==> config.mk <==
export PLATFORM = sky130hd
export DESIGN_NAME = bounded_double_ended_queue
export DESIGN_NICKNAME = d
export VERILOG_FILES = /design/src/rtl/bdeq_pkg.sv /design/src/rtl/bdeq_ram.sv /design/src/rtl/bdeq_datapath.sv /design/src/rtl/bdeq_ctrl.sv /design/src/rtl/bounded_double_ended_queue.sv
export SDC_FILE = /design/constraint.sdc
export NUM_CORES = 1
export LEC_CHECK = 0
export BUFFER_PORTS_ARGS = -buffer_cell sky130_fd_sc_hd__clkbuf_2
export CAP_MARGIN = 0
export CORE_AREA = 2 2 302 214
export DETAILED_ROUTE_END_ITERATION = 10
export DIE_AREA = 0 0 304 216
export SETUP_SLACK_MARGIN = 0.15
export SYNTH_ARGS = -nofsm -noshare
export SYNTH_HDL_FRONTEND = slang
export SYNTH_SLANG_ARGS = --single-unit
==> constraint.sdc <==
create_clock -name clk -period 11.8 [get_ports clk]
set_clock_uncertainty 0.15 [all_clocks]
set_input_delay 2.36 -clock clk [delete_from_list [all_inputs] [get_ports clk]]
set_output_delay 2.36 -clock clk [all_outputs]
set_load 0.005 [all_outputs]
==> src/rtl/bdeq_pkg.sv <==
// Shared request codes, result status codes and controller interface types.
package bdeq_pkg;

    localparam int WORD_W = 32;

    typedef logic [2:0] op_t;
    typedef logic [2:0] status_t;

    localparam op_t OP_PUSH_FRONT = 3'd0;
    localparam op_t OP_PUSH_BACK  = 3'd1;
    localparam op_t OP_POP_FRONT  = 3'd2;
    localparam op_t OP_POP_BACK   = 3'd3;
    localparam op_t OP_LIST       = 3'd4;

    localparam status_t ST_DONE       = 3'd0;
    localparam status_t ST_OVERFLOW   = 3'd1;
    localparam status_t ST_UNDERFLOW  = 3'd2;
    localparam status_t ST_ELEMENT    = 3'd3;
    localparam status_t ST_LIST_EMPTY = 3'd4;

    // Commands from the controller to the datapath.
    typedef struct packed {
        logic    push_front;
        logic    push_back;
        logic    pop_front;
        logic    pop_back;
        logic    walk_start;
        logic    walk_step;
        logic    emit;
        logic    emit_elem;
        status_t emit_status;
        logic    emit_last;
    } cmd_t;

    // Status from the datapath to the controller.
    typedef struct packed {
        logic empty;
        logic full;
        logic walk_last;
    } stat_t;

endpackage

==> src/rtl/bdeq_ram.sv <==
// Generic single-port-write, single-port-read RAM with registered read data.
module bdeq_ram #(
    parameter int WIDTH = 32,
    parameter int DEPTH = 16
) (
    input  logic                     clk,
    input  logic                     we,
    input  logic [$clog2(DEPTH)-1:0] waddr,
    input  logic [WIDTH-1:0]         wdata,
    input  logic [$clog2(DEPTH)-1:0] raddr,
    output logic [WIDTH-1:0]         rdata
);

    logic [WIDTH-1:0] mem [DEPTH];
    logic [WIDTH-1:0] rdata_reg;

    always_ff @(posedge clk)
    begin
        if (we)
        begin
            mem[waddr] <= wdata;
        end
        rdata_reg <= mem[raddr];
    end

    assign rdata = rdata_reg;

endmodule

==> src/rtl/bdeq_datapath.sv <==
// Datapath: ring store, front index, fill count, listing walker and result register.
module bdeq_datapath #(
    parameter int DEPTH = 16
) (
    input  logic                clk,
    input  logic                rst_n,
    input  bdeq_pkg::cmd_t      cmd,
    input  logic signed [31:0]  value,
    output bdeq_pkg::stat_t     stat,
    output logic                strobe,
    output bdeq_pkg::status_t   status,
    output logic signed [31:0]  element,
    output logic                last
);

    localparam int IDX_W = $clog2(DEPTH);
    localparam int CNT_W = $clog2(DEPTH + 1);
    localparam int SUM_W = CNT_W + 1;

    logic [IDX_W-1:0] front_reg, front_next;
    logic [CNT_W-1:0] fill_reg, fill_next;
    logic [IDX_W-1:0] walk_ptr_reg, walk_ptr_next;
    logic [CNT_W-1:0] walk_cnt_reg, walk_cnt_next;

    logic                         strobe_reg;
    bdeq_pkg::status_t            status_reg;
    logic [bdeq_pkg::WORD_W-1:0]  element_reg;
    logic                         last_reg;

    logic [IDX_W-1:0]            front_dec;
    logic [IDX_W-1:0]            front_inc;
    logic [IDX_W-1:0]            walk_inc;
    logic [SUM_W-1:0]            back_sum;
    logic [IDX_W-1:0]            back_pos;
    logic                        we;
    logic [IDX_W-1:0]            waddr;
    logic [IDX_W-1:0]            raddr;
    logic [bdeq_pkg::WORD_W-1:0] rdata;

    assign front_dec = (front_reg == '0) ? IDX_W'(DEPTH - 1) : front_reg - IDX_W'(1);
    assign front_inc = (front_reg == IDX_W'(DEPTH - 1)) ? '0 : front_reg + IDX_W'(1);
    assign walk_inc  = (walk_ptr_reg == IDX_W'(DEPTH - 1)) ? '0 : walk_ptr_reg + IDX_W'(1);

    // The back slot is front + fill, which stays below twice the depth.
    always_comb
    begin
        back_sum = SUM_W'(front_reg) + SUM_W'(fill_reg);
        if (back_sum >= SUM_W'(DEPTH))
        begin
            back_sum = back_sum - SUM_W'(DEPTH);
        end
        back_pos = back_sum[IDX_W-1:0];
    end

    assign we    = cmd.push_front | cmd.push_back;
    assign waddr = cmd.push_front ? front_dec : back_pos;
    assign raddr = cmd.walk_start ? front_reg : walk_ptr_reg;

    bdeq_ram #(
        .WIDTH (bdeq_pkg::WORD_W),
        .DEPTH (DEPTH)
    ) u_ram (
        .clk   (clk),
        .we    (we),
        .waddr (waddr),
        .wdata (value),
        .raddr (raddr),
        .rdata (rdata)
    );

    always_comb
    begin
        front_next    = front_reg;
        fill_next     = fill_reg;
        walk_ptr_next = walk_ptr_reg;
        walk_cnt_next = walk_cnt_reg;
        if (cmd.push_front)
        begin
            front_next = front_dec;
            fill_next  = fill_reg + CNT_W'(1);
        end
        if (cmd.push_back)
        begin
            fill_next = fill_reg + CNT_W'(1);
        end
        if (cmd.pop_front)
        begin
            front_next = front_inc;
            fill_next  = fill_reg - CNT_W'(1);
        end
        if (cmd.pop_back)
        begin
            fill_next = fill_reg - CNT_W'(1);
        end
        if (cmd.walk_start)
        begin
            walk_ptr_next = front_inc;
            walk_cnt_next = '0;
        end
        if (cmd.walk_step)
        begin
            walk_ptr_next = walk_inc;
            walk_cnt_next = walk_cnt_reg + CNT_W'(1);
        end
    end

    always_ff @(posedge clk or negedge rst_n)
    begin
        if (!rst_n)
        begin
            front_reg    <= '0;
            fill_reg     <= '0;
            walk_ptr_reg <= '0;
            walk_cnt_reg <= '0;
            strobe_reg   <= 1'b0;
        end
        else
        begin
            front_reg    <= front_next;
            fill_reg     <= fill_next;
            walk_ptr_reg <= walk_ptr_next;
            walk_cnt_reg <= walk_cnt_next;
            strobe_reg   <= cmd.emit;
        end
    end

    always_ff @(posedge clk)
    begin
        if (cmd.emit)
        begin
            status_reg  <= cmd.emit_status;
            element_reg <= cmd.emit_elem ? rdata : '0;
            last_reg    <= cmd.emit_last;
        end
    end

    assign stat.empty     = (fill_reg == '0);
    assign stat.full      = (fill_reg == CNT_W'(DEPTH));
    assign stat.walk_last = (walk_cnt_reg + CNT_W'(1) == fill_reg);

    assign strobe  = strobe_reg;
    assign status  = status_reg;
    assign element = $signed(element_reg);
    assign last    = last_reg;

endmodule

==> src/rtl/bdeq_ctrl.sv <==
// Controller: decodes requests and sequences the listing walk.
module bdeq_ctrl (
    input  logic              clk,
    input  logic              rst_n,
    input  logic              start,
    input  bdeq_pkg::op_t     op,
    input  bdeq_pkg::stat_t   stat,
    output bdeq_pkg::cmd_t    cmd,
    output logic              busy
);

    localparam logic S_IDLE = 1'b0;
    localparam logic S_LIST = 1'b1;

    logic state_reg, state_next;

    always_comb
    begin
        cmd             = '0;
        cmd.emit_status = bdeq_pkg::ST_DONE;
        cmd.emit_last   = 1'b1;
        state_next      = state_reg;
        unique case (state_reg)
            S_IDLE:
            begin
                if (start)
                begin
                    cmd.emit = 1'b1;
                    unique case (op)
                        bdeq_pkg::OP_PUSH_FRONT:
                        begin
                            if (stat.full)
                            begin
                                cmd.emit_status = bdeq_pkg::ST_OVERFLOW;
                            end
                            else
                            begin
                                cmd.push_front = 1'b1;
                            end
                        end
                        bdeq_pkg::OP_PUSH_BACK:
                        begin
                            if (stat.full)
                            begin
                                cmd.emit_status = bdeq_pkg::ST_OVERFLOW;
                            end
                            else
                            begin
                                cmd.push_back = 1'b1;
                            end
                        end
                        bdeq_pkg::OP_POP_FRONT:
                        begin
                            if (stat.empty)
                            begin
                                cmd.emit_status = bdeq_pkg::ST_UNDERFLOW;
                            end
                            else
                            begin
                                cmd.pop_front = 1'b1;
                            end
                        end
                        bdeq_pkg::OP_POP_BACK:
                        begin
                            if (stat.empty)
                            begin
                                cmd.emit_status = bdeq_pkg::ST_UNDERFLOW;
                            end
                            else
                            begin
                                cmd.pop_back = 1'b1;
                            end
                        end
                        bdeq_pkg::OP_LIST:
                        begin
                            if (stat.empty)
                            begin
                                cmd.emit_status = bdeq_pkg::ST_LIST_EMPTY;
                            end
                            else
                            begin
                                // The first read is issued now; results follow from S_LIST.
                                cmd.emit       = 1'b0;
                                cmd.walk_start = 1'b1;
                                state_next     = S_LIST;
                            end
                        end
                        default:
                        begin
                            // Codes with no meaning give a plain done result.
                            cmd.emit_status = bdeq_pkg::ST_DONE;
                        end
                    endcase
                end
            end
            S_LIST:
            begin
                cmd.emit        = 1'b1;
                cmd.emit_elem   = 1'b1;
                cmd.emit_status = bdeq_pkg::ST_ELEMENT;
                cmd.emit_last   = stat.walk_last;
                cmd.walk_step   = 1'b1;
                if (stat.walk_last)
                begin
                    state_next = S_IDLE;
                end
            end
            default:
            begin
                state_next = S_IDLE;
            end
        endcase
    end

    always_ff @(posedge clk or negedge rst_n)
    begin
        if (!rst_n)
        begin
            state_reg <= S_IDLE;
        end
        else
        begin
            state_reg <= state_next;
        end
    end

    assign busy = (state_reg != S_IDLE);

endmodule

==> src/rtl/bounded_double_ended_queue.sv <==
// Top level of the bounded double-ended queue of signed 32-bit words.
//
//  Channel   Handshake         Ports                     Direction
//  request   start, busy       op, value                 in
//  result    strobe            status, element, last     out
//
// A push or pop request is accepted at a rising edge with start high and busy
// low; its single result word appears on the result ports in the next cycle.
// busy stays low after a push or pop, so requests may follow one per cycle.
// A listing holds busy high while the walker reads one slot a cycle from the
// RAM's single read port; the words emerge one per cycle, front first, after
// passing the RAM read register and the result register.
// Reset clears the front index, fill count, walker and controller; the slot
// RAM is not cleared, as only words from live slots are ever put out.
// Each result word is valid for exactly one cycle, marked by strobe; the
// receiver cannot stall it, so no result is ever held back.
module bounded_double_ended_queue #(
    parameter int DEPTH = 16
) (
    input  logic                       clk,
    input  logic                       rst_n,
    input  logic                       start,
    output logic                       busy,
    input  logic [2:0]                 op,
    input  logic signed [31:0]         value,
    output logic                       strobe,
    output logic [2:0]                 status,
    output logic signed [31:0]         element,
    output logic                       last
);

    // Commands and status between the controller and the datapath.
    bdeq_pkg::cmd_t  cmd;
    bdeq_pkg::stat_t stat;

    // The controller decodes each request against the full and empty flags and,
    // for a listing, steps the walker until it reaches the back word.
    bdeq_ctrl u_ctrl (
        .clk   (clk),
        .rst_n (rst_n),
        .start (start),
        .op    (op),
        .stat  (stat),
        .cmd   (cmd),
        .busy  (busy)
    );

    // The datapath holds the ring store, the front index and fill count, the
    // listing walker and the registered result word.
    bdeq_datapath #(
        .DEPTH (DEPTH)
    ) u_datapath (
        .clk     (clk),
        .rst_n   (rst_n),
        .cmd     (cmd),
        .value   (value),
        .stat    (stat),
        .strobe  (strobe),
        .status  (status),
        .element (element),
        .last    (last)
    );

endmodule

Word-level counts from Yosys, hierarchy flattened
Memories as Yosys holds them, arrays and structs flattened. A register that Yosys moved wholly into a read port is not among the register bits.
Index checks and enable logic that the tools add are counted.
W data, S select, Z words.

word-level totals
  bits in registers = 56
  bits in latches = 0
  memory bits (writable) = 512
  memory bits (read-only) = 0
  output and inout port bits = 38
  memories = 1

memory list
  memory                words  width  read ports  clocked after Yosys merged registers in  wr ports  line            text
  u_datapath.u_ram.mem  16     32     1           1                                        1         bdeq_ram.sv:14  logic [WIDTH-1:0] mem [DEPTH];

operators by class
  add/subtract/negate cells = 8
  $mul = 0
  divide/modulo/power cells = 0
  order comparisons = 1
  equal/unequal tests = 8
  shifts and indexed selects = 0
  multiplexer cells = 41
  bitwise operators = 2
  reductions and logical operators = 8

operator list
  kind                   count
  $mux W4                10
  $mux W5                8
  $mux W1                16
  $add A5 B1 Y5 const B  2
  $pmux W3 S3            1
  $add A4 B1 Y4 const B  2
  $eq A4 B4 Y1 const B   2
  $sub A4 B1 Y4 const B  2
  $add A4 B5 Y6          1
  $eq A3 B2 Y1 const B   2
  $ge A6 B5 Y1 const B   1
  $mux W3                2
  $pmux W3 S2            1
  $eq A5 B5 Y1           1
  $eq A5 B5 Y1 const B   1
  $logic_not A5 Y1       1
  $sub A5 B1 Y5 const B  1
  $logic_not A4 Y1       1
  $pmux W1 S2            2
  $reduce_bool A2 Y1     2
  $reduce_bool A4 Y1     1
  $reduce_or A2 Y1       2
  $eq A3 B1 Y1 const B   1
  $eq A3 B3 Y1 const B   1
  other kinds (4)        4

Depth between registers and ports, before layout
Gate-level depths: netlist of run 1.

  depth in word-level cells = 9
  depth in mapped cells = 11
  gate-level depth less buffers = 7

Cells and area by module
A second synthesis of run 1 with hierarchy kept.

unflattened totals
  cell total of the unflattened synthesis = 1072
  area total of the unflattened synthesis = 22674.2 um^2

by module, submodules not included
  module         instances  cells each  area each (um^2)  sequential area each (um^2)
  bdeq_ram       1          838         19835.3           16015.4
  bdeq_datapath  1          214         2658.8            1556.5
  bdeq_ctrl      1          20          180.2             25.0

Worst setup path after synthesis of run 1
No wires, ideal clock.

  path type = input-to-reg
  from = input start
  to = memory u_datapath.u_ram.mem[0][0] (enable)
  setup time = 461 ps
  data arrival time = 5871 ps
  data required time = 11189 ps
  path slack = 5318 ps
  stages on the path = 6
  path buffers = 1
  cells stage by stage = nand2b_1 > clkbuf_1 > nor4b_2 > o21ai_0 > o21a_1 > nor3_1

between the ends
  cells in the longest elaborated chain, start to end = 5
  elaborated cells on any way between the ends = 6
  those cells by class = 5 x mux; 1 x bitwise

RTL lines
  item                           line                              text
  from (decl)                    bounded_double_ended_queue.sv:22  input logic start,
  $mux W5 (*)                    bdeq_ctrl.sv:26                   if (start)
  $mux W5 (*)                    bdeq_ctrl.sv:23                   unique case (state_reg)
  $or A1 B1 Y1                   bdeq_datapath.sv:55               assign we = cmd.push_front | cmd.push_back;
  $mux W1                        bdeq_ram.sv:19                    if (we)
  $mux W1 (not written as such)  bdeq_ram.sv:21                    mem[waddr] <= wdata;
  to (decl)                      bdeq_ram.sv:14

Mark *: on every way between the ends. The rest lies on a longest branch, timed or not.

Worst setup path after layout of run 1
  from = input start
  to = memory u_datapath.u_ram.mem[2][15] (enable)

The elaborated chain is that of the path after synthesis.

==> impl_metrics.toml, run 1 <==
[outcome]
run_status = "complete, no violations"

[logic_synthesis]
synth_edf_count = 548
ys_types = 65
synth_flop_cell = "edfxtp_1"
synthSimpleGateAreaFrac_pct = 6.80
synth_top_family_by_area = "multiplexers"
netlist_area_mm2 = 0.0280
syn_inst = 1969
synth_fa_ha_area_share_pct = 0.518
synth_fp_nets = 2018
yosys_warnings = 0
synth-xor-area-share_pct = 0.594
async_reset_ff_share_pct = 3.33
synth-compound-area-share_pct = 9.93
synth_mux_area_share_pct = 16.2
synth.yosys.seq_area_share_pct = 62.9
synth_seq_cells = 600
syn_area_per_cell_um2 = 14.2

[die]
die_x_um = 304
coreArea_mm2 = 0.0627
start_util_pct = 44.6
dieArea_mm2 = 0.0657
ios = 76
rows = 77
die_h_um = 216

[place]
gp_congestion = 0.802
io_buffers = 75
dp_hpwl_um = 38800
place_ws_ps = 5580
place_area_mm2 = 0.0291

[clock_network]
path_clk_slew_ps = 60
cts-resized-gates = 0
cts_buffers = 58
clock_latency_ps = 630
cts_setup_buffers = 0
root_buffer = "clkbuf_16"
cts_tree = "built"
cts_max_level = 2
clockBufferDepth = 3
cts.sinks = 600
ctsHoldBuffers = 0

[timing]
fin_crit_sh_pct = 48.0
worst_slew_pin_slew_ps = 1190
setup_viol_count_final = 0
slew_headroom_pct = 20.5
worst_slack_ps = 6130
max_clock_freq_mhz = 176
grt_setup_unrepaired = "no"
final.setup.tns_ps = 0
hold_viol_final = 0
maxSlewViolCount = 0
min_period_ps = 5670

[worst_setup_path]
worstPathRequired_ps = 11900
crit_chain = "clkbuf_2 > nand2b_1 > nor4_2 > o21ai_0 > nor3_2 > buf_4"
critPathBufInv = 2
worstSetupEndpointType = "register"
critical_path.startpoint_type = "primary input"
worst-path-stages = 6
r2r_cells = 7
crit_type = "in2reg"
crit_fanout = 23
critPathMaxStageDelay_ps = 890
slowest_stage = "nor3_2"
cp_top_family = "simple AND/OR/NAND/NOR gates"
cp.arrival_ps = 5770

[final_layout]
largest_register_ffs = 512
fillCellCount = 5308
final_cell_area_mm2 = 0.0310
antenna_cells = 0
ff_latch_area_mm2 = 0.0176
multiInputGateArea_mm2 = 0.00973
area_growth_pct = 10.8
nets = 2026
drive_above_1_share_pct = 12.0
utilization_pct = 49.4

[global_route]
grt_usage_pct = 23.2
grt_overflow = 0
grt_pass1_vias = 17700
grt_pass1_wl_um = 115000
antenna_found_initial = 1
grt_max_degree = 143

[power_and_ir_drop]
vdd_drop_max_mv = 0.150
p_leak_uw = 0.0114
power.density_mw_per_mm2 = 231

[worst_hold_path]
holdPathStages = 1
hold_path_class = "reg2reg"

[routing]
drtIter0Drc = 1887
drc = 0
routed_wl_um = 76900
via_per_inst = 6.26
drt.antenna.violating_nets = 0
dr_total_vias = 17900
first_pass_iters = 5
wl_per_cell_um = 26.9

[run]
cap_violations = 0
-- layout by cell type (no fill, tap or decap), types with 5 or more instances in the layout --
| cell | count |
|---|---|
| a21boi_1 | 7 |
| buf_4 | 43 |
| ha_1 | 10 |
| clkbuf_2 | 75 |
| dfxtp_1 | 32 |
| a211oi_1 | 32 |
| clkinv_1 | 14 |
| and2_1 | 33 |
| a21oi_1 | 7 |
| nand3_1 | 165 |
| xnor2_1 | 13 |
| nor2_1 | 9 |
| a311o_1 | 64 |
| a31oi_1 | 5 |
| xor2_1 | 6 |
| a2111oi_0 | 32 |
| inv_1 | 9 |
| mux2i_1 | 450 |
| nor3_2 | 8 |
| edfxtp_1 | 548 |
| nand2_1 | 77 |
| clkbuf_16 | 59 |
| o21ai_0 | 40 |
| bufinv_16 | 6 |
| a21boi_0 | 25 |
| clkinv_2 | 12 |
| o2111ai_1 | 96 |
| dfrtp_1 | 15 |
| nor2b_1 | 34 |
| nor2_4 | 9 |
| clkbuf_1 | 11 |
-- worst register-to-register path: cells and delay by family (launching register included) --
family	cells	cell delay, ps
adders and majority gates	1	310
and+or+nand+nor	2	1160
buffers and inverters	2	750
DFF	1	1160
AOI/OAI and AO/OA	2	740
-- per-layer routing --
metal	GRT usage, %	part of all wire (%)	up-vias
li1	-	-	7864
met1	34.2	46	9261
met2	35.7	45	647
met3	3.60	6.9	99
met4	6.00	2.0	2
met5	0	0.0091	-
-- kinds of logic after synthesis --
logic type / Yosys count
xor+xnor: 19
mux: 454
compound gates: 340
flops: 600
buf+inv: 180
fa+ha+maj: 11
simple gates: 365
-- synth_stat cells (3+ instances only) --
master / count / area share (%)
nor2b_1: 34 / 0.76
a21boi_1: 7 / 0.19
a311o_1: 64 / 2.3
a22o_1: 3 / 0.094
a211oi_1: 32 / 0.86
edfxtp_1: 548 / 59
xnor2_1: 13 / 0.41
nand3_1: 166 / 3.0
buf_6: 5 / 0.20
inv_1: 9 / 0.12
and2_1: 33 / 0.74
a31oi_1: 5 / 0.11
a21oi_1: 8 / 0.14
o21ai_0: 40 / 0.72
xor2_1: 6 / 0.19
o22ai_1: 3 / 0.067
dfxtp_1: 32 / 2.3
o2111ai_1: 96 / 3.0
a21o_1: 5 / 0.13
buf_1: 12 / 0.16
a21boi_0: 25 / 0.67
nand2b_1: 3 / 0.067
buf_2: 41 / 0.73
nand2_1: 78 / 1.0
clkbuf_1: 99 / 1.3
nor4_1: 3 / 0.067
a41oi_1: 3 / 0.094
buf_4: 9 / 0.24
ha_1: 10 / 0.45
nor2_1: 18 / 0.24
nor3_1: 12 / 0.21
dfrtp_1: 20 / 1.8
a2111oi_0: 32 / 1.0
mux2i_1: 453 / 16
-- cell type report --
| cell class | count | area share [%] |
|---|---|---|
| well taps | 829 | 3.34 |
| multi-input cells | 1189 | 31.4 |
| clock inverters | 35 | 1.03 |
| repair buffers | 119 | 2.32 |
| clock buffers | 73 | 5.03 |
| inverters | 9 | 0.109 |
| flip-flops and latches | 600 | 56.8 |
-- metrics by stage --
stage / instances / total power, uW / hold slack [ps]
after detailed placement: 2746 / 5310 / 347
after global routing: 2854 / 7480 / 371
final: 2854 / 7160 / 361
after floorplan: 1969 / 4450 / 338
after CTS: 2854 / 7180 / 362
after global placement: 2746 / 5270 / 346
-- worst paths after layout --
check / start / to / slack (ps)
max: start / u_datapath.u_ram.mem[2][15] / 6130
min: u_datapath.u_ram.rdata[31] / u_datapath.element[31] / 360
max reg2reg: u_datapath.front_reg[0] / u_datapath.u_ram.mem[2][15] / 7140
min reg2reg: u_datapath.u_ram.rdata[31] / u_datapath.element[31] / 360
max in group asynchronous: rst_n / u_datapath.walk_ptr_reg[1] / 9500
min in group asynchronous: rst_n / u_datapath.fill_reg[3] / 1580
-- report_power, final --
group / switching (uW) / internal [uW] / total [uW] / leakage [uW]
logic: 1550 / 936 / 2490 / 0.00495
registers: 235 / 2560 / 2800 / 0.00549
clock network: 810 / 1060 / 1870 / 0.000928
total: 2590 / 4560 / 7160 / 0.0114
No activity file was read; power rests on OpenSTA's default activity.
==> run 2, diff against run 1 <==
--- a/config.mk
+++ b/config.mk
@@ -5,11 +5,12 @@
 export SDC_FILE = /design/constraint.sdc
 export NUM_CORES = 1
 export LEC_CHECK = 0
+export ABC_AREA = 1
 export BUFFER_PORTS_ARGS = -buffer_cell sky130_fd_sc_hd__clkbuf_2
 export CAP_MARGIN = 0
-export CORE_AREA = 2 2 302 214
+export CORE_AREA = 2 2 291 207
 export DETAILED_ROUTE_END_ITERATION = 10
-export DIE_AREA = 0 0 304 216
+export DIE_AREA = 0 0 293 209
 export SETUP_SLACK_MARGIN = 0.15
 export SYNTH_ARGS = -nofsm -noshare
 export SYNTH_HDL_FRONTEND = slang
==> constraint.sdc (replaced) <==
create_clock -name clk -period 4.75 [get_ports clk]
set_clock_uncertainty 0.15 [all_clocks]
set_input_delay 0.95 -clock clk [delete_from_list [all_inputs] [get_ports clk]]
set_output_delay 0.95 -clock clk [all_outputs]
set_load 0.005 [all_outputs]
==> run 2 against run 1 <==
Register-to-register slack worse by 6000 ps. Utilization increased by 0.87 points. First-iteration DRC count down 19%. Clock-buffer cell count is 3 higher. Worst hold slack lost 200 ps. Area after synthesis shrank 6.7%. Critical path depth increased by 4. Non-clock buffer count stayed put. Cell area fell by 4.5%. Die area decreased by 6.7%.
==> impl_metrics.toml, run 2 <==
[run]
cap_violations = 0

[clock_network]
clockBufferDepth = 3
cts_buffers = 57
cts.sinks = 600
clock_latency_ps = 620
path_clk_slew_ps = 70
cts_setup_buffers = 0
cts_max_level = 2
ctsHoldBuffers = 0
cts_tree = "built"
root_buffer = "clkbuf_16"
cts-resized-gates = 0

[timing]
fin_crit_sh_pct = 76.3
setup_viol_count_final = 0
min_period_ps = 3620
max_clock_freq_mhz = 276
final.setup.tns_ps = 0
timing.hold.ws_ps = 157
slew_headroom_pct = 11.8
worst_slew_pin_slew_ps = 1320
maxSlewViolCount = 0
hold_viol_final = 0
grt_setup_unrepaired = "no"

[die]
coreArea_mm2 = 0.0588
rows = 75
start_util_pct = 44.4
die_x_um = 293
ios = 76
die_h_um = 209
dieArea_mm2 = 0.0612

[logic_synthesis]
syn_area_per_cell_um2 = 10.5
ys_types = 33
syn_inst = 2496
synth_flop_cell = "edfxtp_1"
synth_seq_cells = 600
yosys_warnings = 0
synth_area_leader_cell = "edfxtp_1"
async_reset_ff_share_pct = 3.33
synth_most_common_cell = "nand3_1"
synth_top_area_share_pct = 63.0
synth_fp_nets = 2545
netlist_area_mm2 = 0.0261
synth_edf_count = 548
synth.yosys.seq_area_share_pct = 67.4
ys_top_cells_by_area = "edfxtp_1 63%, nand3_1 12%, inv_1 8.2%"
yosys-top-cells-count = "628 x nand3_1, 571 x inv_1, 548 x edfxtp_1"

[final_layout]
antenna_cells = 0
largest_register_ffs = 512
drive_above_1_share_pct = 9.66
final_common_cell = "nand3_1"
area_growth_pct = 13.4
nets = 2597
final_cell_mix = "627 x nand3_1, 570 x inv_1, 548 x edfxtp_1"

[power_and_ir_drop]
p_leak_uw = 0.0129
power.density_mw_per_mm2 = 594
vdd_drop_max_mv = 0.496

[worst_setup_path]
crit_top_cell = "nand3_1"
critical_path.startpoint_type = "register"
crit_chain = "inv_2 > nand2_1 > nor2_1 > nand3_1 > nor2_2 > inv_1 > o21ai_1 > nand3_1 > nor2_4 > buf_12"
worstPathRequired_ps = 4920
crit_start = "u_ctrl.busy"
crit_fanout = 17
cp.arrival_ps = 3790
critPathBufInv = 3
crit_type = "reg2reg"
r2r_end = "u_datapath.u_ram.mem[9][4]"
reg2reg_setup_slack_ps = 1130
worstSetupEndpointType = "register"
critPathMaxStageDelay_ps = 670
slowest_stage = "nor2_4"
timing.rr.start = "u_ctrl.busy"
r2r_cells = 10
cp_top_family = "simple AND/OR/NAND/NOR gates"

[routing]
wl_per_cell_um = 19.9
dr_total_vias = 17400
via_per_inst = 5.16
drtIter0Drc = 1534
drt.antenna.violating_nets = 0
first_pass_iters = 5
drc = 0
routed_wl_um = 67100

[global_route]
grt_pass1_wl_um = 103000
grt_overflow = 0
antenna_found_initial = 0
grt_max_degree = 95
grt_pass1_vias = 16900
grt_usage_pct = 22.0

[place]
io_buffers = 75
gp_congestion = 0.834
dp_hpwl_um = 37900

[outcome]
run_status = "complete, no violations"

[worst_hold_path]
hold_path_class = "in2async"
==> run 2: changes by cell type in the layout (fill, tap and decap cells not counted), sizes merged, moves of 17 or more <==
cell     previous run  this run
inv                11       573
nand3             167       630
mux2i             453         0
nand2              78       468
o2111ai            96         0
a311o              64         0
nor2b              34         0
and2               33         0
a2111oi            32         0
a211oi             32         0
a21boi             32         0
o21ai              40        23
==> run 2: cells by family (layout without fill, tap and decap cells) <==
logic type	count (synthesis)	count (layout)	share of synthesized area, %
AND/OR/NAND/NOR	1129	1129	19.5
buffers and inverters	699	800	11.0
flip-flops	600	600	67.4
AO/OA/AOI/OAI	37	37	0.858
XOR/XNOR	20	20	0.671
adder cells (fa/ha/maj)	11	11	0.556
==> run 2: cell type report <==
cell class                 instances  area, um^2
fill                            5256       29200
sequential                       600       17600
multi-input combinational       1197        5840
inverter                         573        2150
clock buffer                      76        1630
timing repair buffer             119         968
tap                              770         963
clock inverter                    32         459
==> run 2: worst max-delay path by stage <==
stage	endpoint	cells past startpoint	slack, ps
floorplan	u_datapath.u_ram.mem[5][0]	8	740
global placement	u_datapath.u_ram.mem[9][7]	10	820
detailed placement	u_datapath.u_ram.mem[9][4]	10	750
CTS	u_datapath.u_ram.mem[9][12]	10	1160
global route	u_datapath.u_ram.mem[9][12]	10	850
finish	u_datapath.u_ram.mem[9][4]	10	1130
==> run 2: per-stage QoR <==
stage	utilization [%]	setup slack, ps	instances	power (uW)	area [um^2]
after floorplan	-	743	2496	10600	26100
after global placement	46.8	820	3259	12600	27500
after detailed placement	46.8	746	3259	12700	27500
after CTS	50.3	1160	3367	17700	29600
after global routing	50.3	852	3367	18600	29600
final	50.3	1130	3367	17600	29600
==> run 2: routing by layer <==
metal  wire (um)  GRT usage (%)
met1       30600           31.5
met2       31300           35.8
met3        4190           3.31
met4        1000           4.58
met5           0              0
==> run 2: power breakdown <==
part           internal [uW]  leakage [uW]  total (uW)  switching [uW]
Sequential              6440       0.00549        6730             287
Combinational           1710       0.00635        5800            4090
Clock                   3050       0.00103        5060            2000
Total                  11200        0.0129       17600            6370
